**config.mk**
```make
export PLATFORM = sky130hd
export DESIGN_NAME = mpsc_mul
export DESIGN_NICKNAME = d
export VERILOG_FILES = /design/src/sv/mpsc_pkg.sv /design/src/sv/mpsc_mul.sv
export SDC_FILE = /design/constraint.sdc
export NUM_CORES = 2
export LEC_CHECK = 0
export BUFFER_PORTS_ARGS = -buffer_cell sky130_fd_sc_hd__buf_2
export CAP_MARGIN = 20
export CORE_ASPECT_RATIO = 0.9
export CORE_MARGIN = 2
export CORE_UTILIZATION = 25
export DETAILED_ROUTE_END_ITERATION = 6
export PLACE_DENSITY_LB_ADDON = 0.2
export SLEW_MARGIN = 30
export SYNTH_ARGS = -nofsm -noshare
export SYNTH_HDL_FRONTEND = slang
export SYNTH_SLANG_ARGS = --single-unit
```
**constraint.sdc**
```tcl
create_clock -name clk -period 9.53 [get_ports clk]
set_clock_uncertainty 0.15 [all_clocks]
set_input_delay 0.4765 -clock clk [delete_from_list [all_inputs] [get_ports clk]]
set_output_delay 0.4765 -clock clk [all_outputs]
set_load 0.02 [all_outputs]
```
**src/sv/mpsc_pkg.sv**
```systemverilog
// Shared widths and types for the motor position/speed controller.
`default_nettype none
package mpsc_pkg;
  localparam int SIG_W         = 32;
  localparam int MUL_W         = 33;
  localparam int PROD_W        = 66;
  localparam int DV_IN_W       = 36;
  localparam int TAP_COUNT_DEF = 4;
  localparam int VOLT_LIM_DEF  = 12;
  typedef logic signed [SIG_W-1:0]  sig_t;
  typedef logic signed [MUL_W-1:0]  mop_t;
  typedef logic signed [PROD_W-1:0] prod_t;
endpackage
`default_nettype wire

```
**src/sv/mpsc_mul.sv**
```systemverilog
// Shared signed multiplier with registered product.
`default_nettype none
module mpsc_mul (
  input  logic                clk,
  input  mpsc_pkg::mop_t      a,
  input  mpsc_pkg::mop_t      b,
  output mpsc_pkg::prod_t     p
);
  import mpsc_pkg::*;
  prod_t p_r;
  always_ff @(posedge clk) begin
    p_r <= PROD_W'(a) * PROD_W'(b);
  end
  assign p = p_r;
endmodule
`default_nettype wire

```
==> flow_summary.json <==
{
  "grt_pass1_vias": 31700,
  "fmax_mhz": 115,
  "cts_setup_buffers": 0,
  "clock-sinks": 66,
  "yosysTopAreaCellShare_pct": 56.3,
  "rsz0062_at_grt": "false",
  "syn_to_final_growth_pct": 8.31,
  "drive_above_1_share_pct": 6.03,
  "grt_pass1_wl_microns": 201000,
  "yosys_warnings": 0,
  "vias": 28000,
  "syn_inst": 4338,
  "critPathLaunchType": "input pin",
  "synth_nets": 5767,
  "place_congestion": 0.838,
  "path_class": "in2reg",
  "die_y_microns": 387,
  "synth_edf_count": 0,
  "synthSimpleGateAreaFrac_pct": 15.8,
  "muxShareOfSynthArea_pct": 0,
  "cts_max_path_buffers": 2,
  "ant_nets": 0,
  "yosys.area_share.adder_pct": 62.9,
  "fill_cells": 17500,
  "cts_buffers": 9,
  "syn_area_per_cell_sq_um": 9.39,
  "largest_register_ffs": 66,
  "cp-startpoint": "a[29]",
  "place_hpwl_microns": 108000,
  "synth_top_cell_by_area": "fa_1",
  "ys_types": 80,
  "synthXorXnorAreaFrac_pct": 1.46,
  "cts_tree": "yes",
  "nets": 5766,
  "port_buffers": 132,
  "crit_end": "p[64]",
  "synth_top_family_by_area": "adder cells",
  "setup_viol": 0,
  "worstPathRequired_ns": 9.71,
  "clkTransAtPathRegs_ns": 0.08,
  "ys_seq_area_share_pct": 3.24,
  "fp.dieW_microns": 429,
  "drtIter0Drc": 1236,
  "cp_data_arrival_time_ns": 8.85,
  "h-tree-depth": 3,
  "drv_cap": 0,
  "fin_setup_tns_ns": 0,
  "crit_path_max_fanout": 33,
  "synth.cell_area_sq_um": 40700,
  "ys.flop_type": "dfxtp_1",
  "end_kind": "flip-flop",
  "status": "completed",
  "dieArea_sq_um": 166000,
  "min_path_type": "in2reg",
  "hold_viol_final": 0,
  "routed_wl_microns": 129000,
  "antenna_found_initial": 14,
  "drt_pass1_iterations": 5,
  "synthTopCellsByArea": "fa_1, inv_1, and2_1",
  "pin_count": 133,
  "tightest_slew_ns": 0.968,
  "core_sq_um": 162000,
  "maxSlewHeadroom_pct": 35.5,
  "wire_per_inst_microns": 19.9,
  "ys_ff_latch": 66,
  "async_flop_share_pct": 0,
  "grt_usage_pct": 16.2,
  "drc_errors": 0,
  "ctsResizeCount": 0,
  "start_util_pct": 25.2,
  "rows": 140,
  "layout_min_cycle_time_ns": 8.67,
  "maxSlewViolCount": 0,
  "min_period_over_period_pct": 90.9,
  "synth-compound-area-share_pct": 4.07,
  "grt_max_degree": 34,
  "viasPerCell": 4.32,
  "holdBufCountCts": 0,
  "cts-root-buf": "clkbuf_16",
  "grt_overflow_total": 0
}
==> critical path: stages <==
cell and delay, ns:
buf_2 0.67, nand2_1 0.18, fa_1 0.57, inv_1 0.05
fa_1 0.56, fa_1 0.54, inv_1 0.05, fa_1 0.47
inv_1 0.06, fa_1 0.48, fa_1 0.49, fa_1 0.52
inv_1 0.05, fa_1 0.54, inv_1 0.06, ha_1 0.48
nand3_1 0.31, nor2_1 0.38, nand2_1 0.16, nor3_1 0.67
o311ai_4 0.33, nand3_2 0.34, a211oi_1 0.12, a311oi_1 0.26
==> synthesized netlist by cell type, drive strengths merged (7+ instances only) <==
master / count
nor3: 7
o21ai: 33
nor2: 68
nand2b: 12
ha: 217
a21o: 38
inv: 1131
a21oi: 61
nand2: 551
fa: 1145
xnor2: 43
o21bai: 11
o31ai: 7
buf: 13
dfxtp: 66
nand4: 12
xor2: 25
a31oi: 9
nand3: 26
a211oi: 11
clkbuf: 208
and2: 563
==> worst min-delay path by stage <==
stage	from	to	cells after the start
2_1_floorplan	a[0]	p[0]	1
3_3_place_gp	p[11]	p[11]	1
3_5_place_dp	p[11]	p[11]	1
4_1_cts	b[0]	p[0]	2
5_1_grt	b[0]	p[0]	2
6_report	b[0]	p[0]	2
==> cells by family (layout without fill, tap and decap cells) <==
| family | Yosys count | after routing |
|---|---|---|
| adders and majority gates | 1362 | 1362 |
| buffers and inverters | 1352 | 1356 |
| DFF | 66 | 66 |
| other | 0 | 4 |
| AOI/OAI and AO/OA | 219 | 219 |
| and+or+nand+nor | 1271 | 1271 |
| xor gates and xnor gates | 68 | 68 |
==> final cells by class <==
| type | count | area, sq um | area share (%) |
|---|---|---|---|
| tap | 2130 | 2670 | 6.04 |
| inverter | 1131 | 4250 | 9.62 |
| clock buffer | 12 | 256 | 0.581 |
| multi-input combinational | 2920 | 34300 | 77.8 |
| antenna | 4 | 10.0 | 0.0227 |
| clock inverter | 4 | 50.0 | 0.113 |
| timing repair buffer | 209 | 1250 | 2.84 |
| sequential | 66 | 1320 | 2.99 |
==> cells in the final DEF (no fill, tap or decap), types with 5 or more instances in the layout <==
cell type / n
a211o_1: 6
a211oi_1: 7
a21o_1: 36
a21oi_1: 57
a31oi_1: 8
and2_1: 562
and3_1: 5
and4_1: 5
buf_2: 132
buf_4: 76
clkbuf_16: 9
dfxtp_1: 66
fa_1: 1144
ha_1: 217
inv_1: 1131
nand2_1: 551
nand2b_1: 12
nand3_1: 25
nand4_1: 11
nor2_1: 68
nor2b_1: 5
nor3_1: 7
o21a_1: 6
o21ai_0: 25
o21ai_1: 6
o21bai_1: 11
xnor2_1: 43
xor2_1: 25
==> stage by stage <==
step                      instances  worst slack [ns]  hold WS (ns)  instance area, sq um  util [%]
after floorplan                4338              1.67         0.454                 40700         -
after global placement         6456             0.523         0.744                 43800      27.1
after detailed placement       6456             0.393         0.745                 43800      27.1
after CTS                      6472             0.879         0.408                 44100      27.3
after global routing           6475             0.639         0.428                 44100      27.3
final                          6476             0.864         0.439                 44100      27.3
==> layer usage <==
layer	global-route usage, %	share of wire, %
met1	21.1	43
met2	28.1	51
met3	1.78	3.0
met4	4.83	3.1
met5	0	0
Power is left out: the tool's default activity adds up to more than one toggle a clock period on the data nets, which glitch-free logic cannot reach.
