[src/sv/mpsc_pkg.sv]
// Shared widths and types for the motor position/speed controller.
`default_nettype none
package mpsc_pkg;
  localparam int SIG_W         = 32;
  localparam int MUL_W         = 33;
  localparam int PROD_W        = 66;
  localparam int DV_IN_W       = 36;
  localparam int TAP_COUNT_DEF = 4;
  localparam int VOLT_LIM_DEF  = 12;
  typedef logic signed [SIG_W-1:0]  sig_t;
  typedef logic signed [MUL_W-1:0]  mop_t;
  typedef logic signed [PROD_W-1:0] prod_t;
endpackage
`default_nettype wire

[src/sv/mpsc_div5.sv]
// Floor divide by five for the speed low-pass: shift-add estimate, then correction.
`default_nettype none
module mpsc_div5 (
  input  logic                                clk,
  input  logic                                rst_n,
  input  logic                                start,
  input  logic signed [mpsc_pkg::DV_IN_W-1:0] t,
  output logic                                busy,
  output mpsc_pkg::sig_t                      q
);
  import mpsc_pkg::*;
  localparam int            XW   = DV_IN_W + 4;
  // offset keeps the dividend positive; it is a multiple of 5 * 2^32
  localparam logic [XW-1:0] OFS  = XW'(5) << DV_IN_W;
  localparam logic [XW-1:0] FIVE = XW'(5);

  localparam logic [2:0] DS_IDLE = 3'd0, DS_SEED = 3'd1, DS_F4 = 3'd2, DS_F8 = 3'd3,
                         DS_F16 = 3'd4, DS_F32 = 3'd5, DS_REM = 3'd6, DS_FIX = 3'd7;

  logic [2:0]    step_r;
  logic [XW-1:0] x_r, q_r, r_r;
  logic [XW-1:0] q_sh;

  assign q_sh = q_r >> 2;

  always_ff @(posedge clk) begin
    if (!rst_n) begin
      step_r <= DS_IDLE;
    end else begin
      case (step_r)
        DS_IDLE: begin
          if (start) begin
            x_r    <= XW'(t) + OFS;
            step_r <= DS_SEED;
          end
        end
        // q approaches 0.8 * x from below: 0.75 * (1 + 1/16)(1 + 1/256)...
        DS_SEED: begin
          q_r    <= (x_r >> 1) + (x_r >> 2);
          step_r <= DS_F4;
        end
        DS_F4: begin
          q_r    <= q_r + (q_r >> 4);
          step_r <= DS_F8;
        end
        DS_F8: begin
          q_r    <= q_r + (q_r >> 8);
          step_r <= DS_F16;
        end
        DS_F16: begin
          q_r    <= q_r + (q_r >> 16);
          step_r <= DS_F32;
        end
        DS_F32: begin
          q_r    <= q_r + (q_r >> 32);
          step_r <= DS_REM;
        end
        // estimate never exceeds the quotient and falls short by at most three
        DS_REM: begin
          q_r    <= q_sh;
          r_r    <= x_r - (q_sh << 2) - q_sh;
          step_r <= DS_FIX;
        end
        DS_FIX: begin
          if (r_r >= FIVE) begin
            q_r <= q_r + XW'(1);
            r_r <= r_r - FIVE;
          end else begin
            step_r <= DS_IDLE;
          end
        end
        default: step_r <= DS_IDLE;
      endcase
    end
  end

  assign busy = (step_r != DS_IDLE);
  assign q    = q_r[31:0];
endmodule
`default_nettype wire

[config.mk]
export PLATFORM = sky130hd
export DESIGN_NAME = mpsc_div5
export DESIGN_NICKNAME = d
export VERILOG_FILES = /design/src/sv/mpsc_pkg.sv /design/src/sv/mpsc_div5.sv
export SDC_FILE = /design/constraint.sdc
export NUM_CORES = 1
export LEC_CHECK = 0
export BUFFER_PORTS_ARGS = -buffer_cell sky130_fd_sc_hd__buf_4
export CORE_MARGIN = 3
export CORE_UTILIZATION = 55
export DETAILED_ROUTE_END_ITERATION = 6
export PLACE_DENSITY_LB_ADDON = 0.05
export RECOVER_POWER = 25
export SLEW_MARGIN = 5
export SYNTH_ARGS = -nofsm -noshare
export SYNTH_HDL_FRONTEND = slang
export SYNTH_SLANG_ARGS = --single-unit
[constraint.sdc]
create_clock -name clk -period 11.39 [get_ports clk]
set_input_delay 0.5695 -clock clk [delete_from_list [all_inputs] [get_ports clk]]
set_output_delay 0.5695 -clock clk [all_outputs]
set_load 0.02 [all_outputs]
==> flow_metrics.tcl <==
set metrics [dict create \
    status "complete, but fails checks" \
    gp_congestion 0.9392 \
    power.leakage_nw 5.621 \
    tightest_slew_ns 2.222 \
    clk_latency_ns 0.42 \
    rr_endpoint "q_r[38]" \
    p_seq_frac 0.240 \
    cts_resized 0 \
    routed_wl_um 40850 \
    yosysSeqAreaShare 0.2674 \
    violations "capacitance limit, slew limit" \
    netSwitchingFraction 0.4375 \
    rows 56 \
    final_common_cell "a21oi_1" \
    relSlewSlack -0.4810 \
    wl_per_cell_um 21.77 \
    hold_end "x_r[1]" \
    grt_pass1_vias 11770 \
    timing.final.crit_share 0.5851 \
    syn_avg_cell_area_um2 8.615 \
    diodes 0 \
    ys_warn_count 0 \
    ctsHtreeMaxLevel 4 \
    clock_power_share 0.209 \
    rsz0062_at_grt "no" \
    maxCapViolCount 2 \
    ys_ff_latch 120 \
    synth-edff-count 117 \
    skew_ns 0.008644 \
    p_per_area_mw_per_mm2 191.0 \
    arrival_ns 6.83 \
    via_count 12130 \
    syn_inst 1551 \
    holdPathStages 1 \
    clk_pin_slew_worst_paths_ns 0.07 \
    finalPower_mw 2.746 \
    drc 0 \
    drt_iter0_drc 1176 \
    final-seq-area_mm2 0.003573 \
    ctsHoldBuffers 0 \
    ios 72 \
    cts_made_buffers 17 \
    critical_path_class "reg2reg" \
    hp-class "in2reg" \
    die_w_um 161.9 \
    setup.worst_path.end_class "flip-flop" \
    crit_path_start_kind "flip-flop" \
    required_ns 11.55 \
    multiInputGateArea_mm2 0.009029 \
    netlist_area_mm2 0.01336 \
    die_height_um 161.9 \
    startpoint "step_r[2]" \
    ys.flop_type "edfxtp_1" \
    area_growth_pct 7.594 \
    via_per_inst 6.461 \
    synth_cell_types 78 \
    core_mm2 0.02368 \
    nets 1740 \
    clockBufferDepth 2 \
    port_buffers 71 \
    power.switching_mw 1.201 \
    reg2reg_depth 15 \
    tritoncts "done" \
    nFillCells 2174 \
    cts_setup_buffers 0 \
    hold_viol_final 0 \
    drive_above_1_share 0.06804 \
    slew_viol_final 102 \
    combPwrFrac 0.552 \
    dpl.hpwl_um 31180 \
    antenna_found_initial 0 \
    min_period_ns 6.664 \
    path_max_fanout 49 \
    peakVddDrop_v 0.00009049 \
    initial_core_util 0.5642 \
    syn_nets 1746 \
    setup_viol 0 \
    cts.sinks 120 \
    grt_overflow 0 \
    grt_max_degree 52 \
    crit-reg2reg-launch "step_r[2]" \
    async_reset_ff_frac 0 \
    min_from "t[1]" \
    drt.antenna.violating_nets 0 \
    grt_first_pass_wirelength_um 63650 \
    die_area_mm2 0.02620 \
    grt_usage 0.3085 \
    clockRootBuffer "clkbuf_16" \
    intPower_mw 1.545 \
    dr.pass1.iters 6 \
    reg2reg_setup_slack_ns 4.73 \
    finalSetupTns_ns 0 \
    final_cell_mix "a21oi_1 (148), ha_1 (118), edfxtp_1 (117)" \
    fmaxAchievable_mhz 150.1 \
]
flip-flops by register name, indices dropped and copies added (netlist names):
| register | flops |
|---|---|
| x_r | 37 |
| r_r | 40 |
| q_r | 40 |
| step_r | 3 |
logic make-up after synthesis:
| group | after synthesis | share of synthesized area |
|---|---|---|
| multiplexers | 8 | 0.006461 |
| buffers and inverters | 178 | 0.05909 |
| AND/OR/NAND/NOR | 392 | 0.1403 |
| adder cells (fa/ha/maj) | 156 | 0.1674 |
| XOR/XNOR | 127 | 0.08325 |
| AO/OA/AOI/OAI | 570 | 0.2761 |
| flip-flops | 120 | 0.2674 |
metrics by stage:
stage,area (um2),std cells,setup slack (ns),utilization,hold WS (ns)
after floorplan,13360,1551,7.248,-,0.5847
after global placement,13880,1845,6.229,0.5862,0.6401
after detailed placement,13880,1845,6.102,0.5862,0.6514
after CTS,14490,1877,6.038,0.6116,0.2998
after global routing,14380,1877,4.342,0.6070,0.3231
final,14380,1877,4.726,0.6070,0.3382
worst max-delay path, cell delays in order (launching register included):
cell and delay [ns]:
dfxtp_1 0.30, clkbuf_1 1.48, inv_1 0.34, nor2_1 1.05
a22oi_1 0.17, o22ai_1 0.27, ha_1 0.28, nand2_1 0.11
o21ai_0 0.18, a31oi_1 0.15, o211ai_1 0.38, a21oi_1 0.22
o41ai_1 0.72, a311oi_1 0.29, o311ai_0 0.35, nand2b_1 0.10
cell usage after synthesis (7+ instances only):
cell type	instances	area, um2
a211oi_1	18	135.1
a21boi_0	7	52.55
a21o_1	64	480.5
a21oi_1	148	740.7
a22oi_1	63	473.0
a31oi_1	27	168.9
and2_1	7	43.79
and3_1	10	62.56
buf_4	32	240.2
clkbuf_1	70	262.8
edfxtp_1	117	3513
fa_1	38	760.7
ha_1	118	1476
inv_1	69	259.0
nand2_1	111	416.7
nand2b_1	18	112.6
nand3_1	32	160.2
nand4_1	26	162.7
nor2_1	102	382.9
nor2b_1	13	81.33
nor3_1	34	170.2
o211ai_1	10	75.07
o21a_1	15	112.6
o21ai_0	105	525.5
o21bai_1	8	60.06
o221ai_1	11	96.34
o22ai_1	38	237.7
or3_1	11	68.82
or4_1	7	52.55
xnor2_1	66	578.1
xor2_1	61	534.3
how the worst max path moves through the flow:
stage | slack (ns) | to
2_1_floorplan | 7.25 | q_r[32]
3_3_place_gp | 6.23 | q_r[38]
3_5_place_dp | 6.10 | q_r[38]
4_1_cts | 6.04 | q_r[38]
5_1_grt | 4.34 | q_r[38]
6_report | 4.73 | q_r[38]
metal layers:
metal / wire, um / track usage / vias up
li1: - / - / 5798
met4: 1426 / 0.1249 / 0
met2: 17600 / 0.4723 / 501
met1: 18580 / 0.4297 / 5726
met5: 0 / 0 / -
met3: 3247 / 0.06197 / 102
final cells by class:
cell class | count | area share
Multi-Input combinational cell | 1253 | 0.6280
Sequential cell | 120 | 0.2486
Timing Repair Buffer | 82 | 0.03525
Clock buffer | 17 | 0.02959
Tap cell | 319 | 0.02776
Inverter | 71 | 0.01854
Clock inverter | 15 | 0.01227
power by group through the flow:
stage | Combinational (mW) | Sequential, mW | Clock [mW]
6_report | 1.51 | 0.659 | 0.573
5_1_grt | 1.69 | 0.658 | 0.599
4_1_cts | 1.51 | 0.653 | 0.581
3_5_place_dp | 1.49 | 0.663 | 0
3_3_place_gp | 1.48 | 0.663 | 0
2_1_floorplan | 1.20 | 0.621 | 0
No activity file was read; power rests on OpenSTA's default activity.
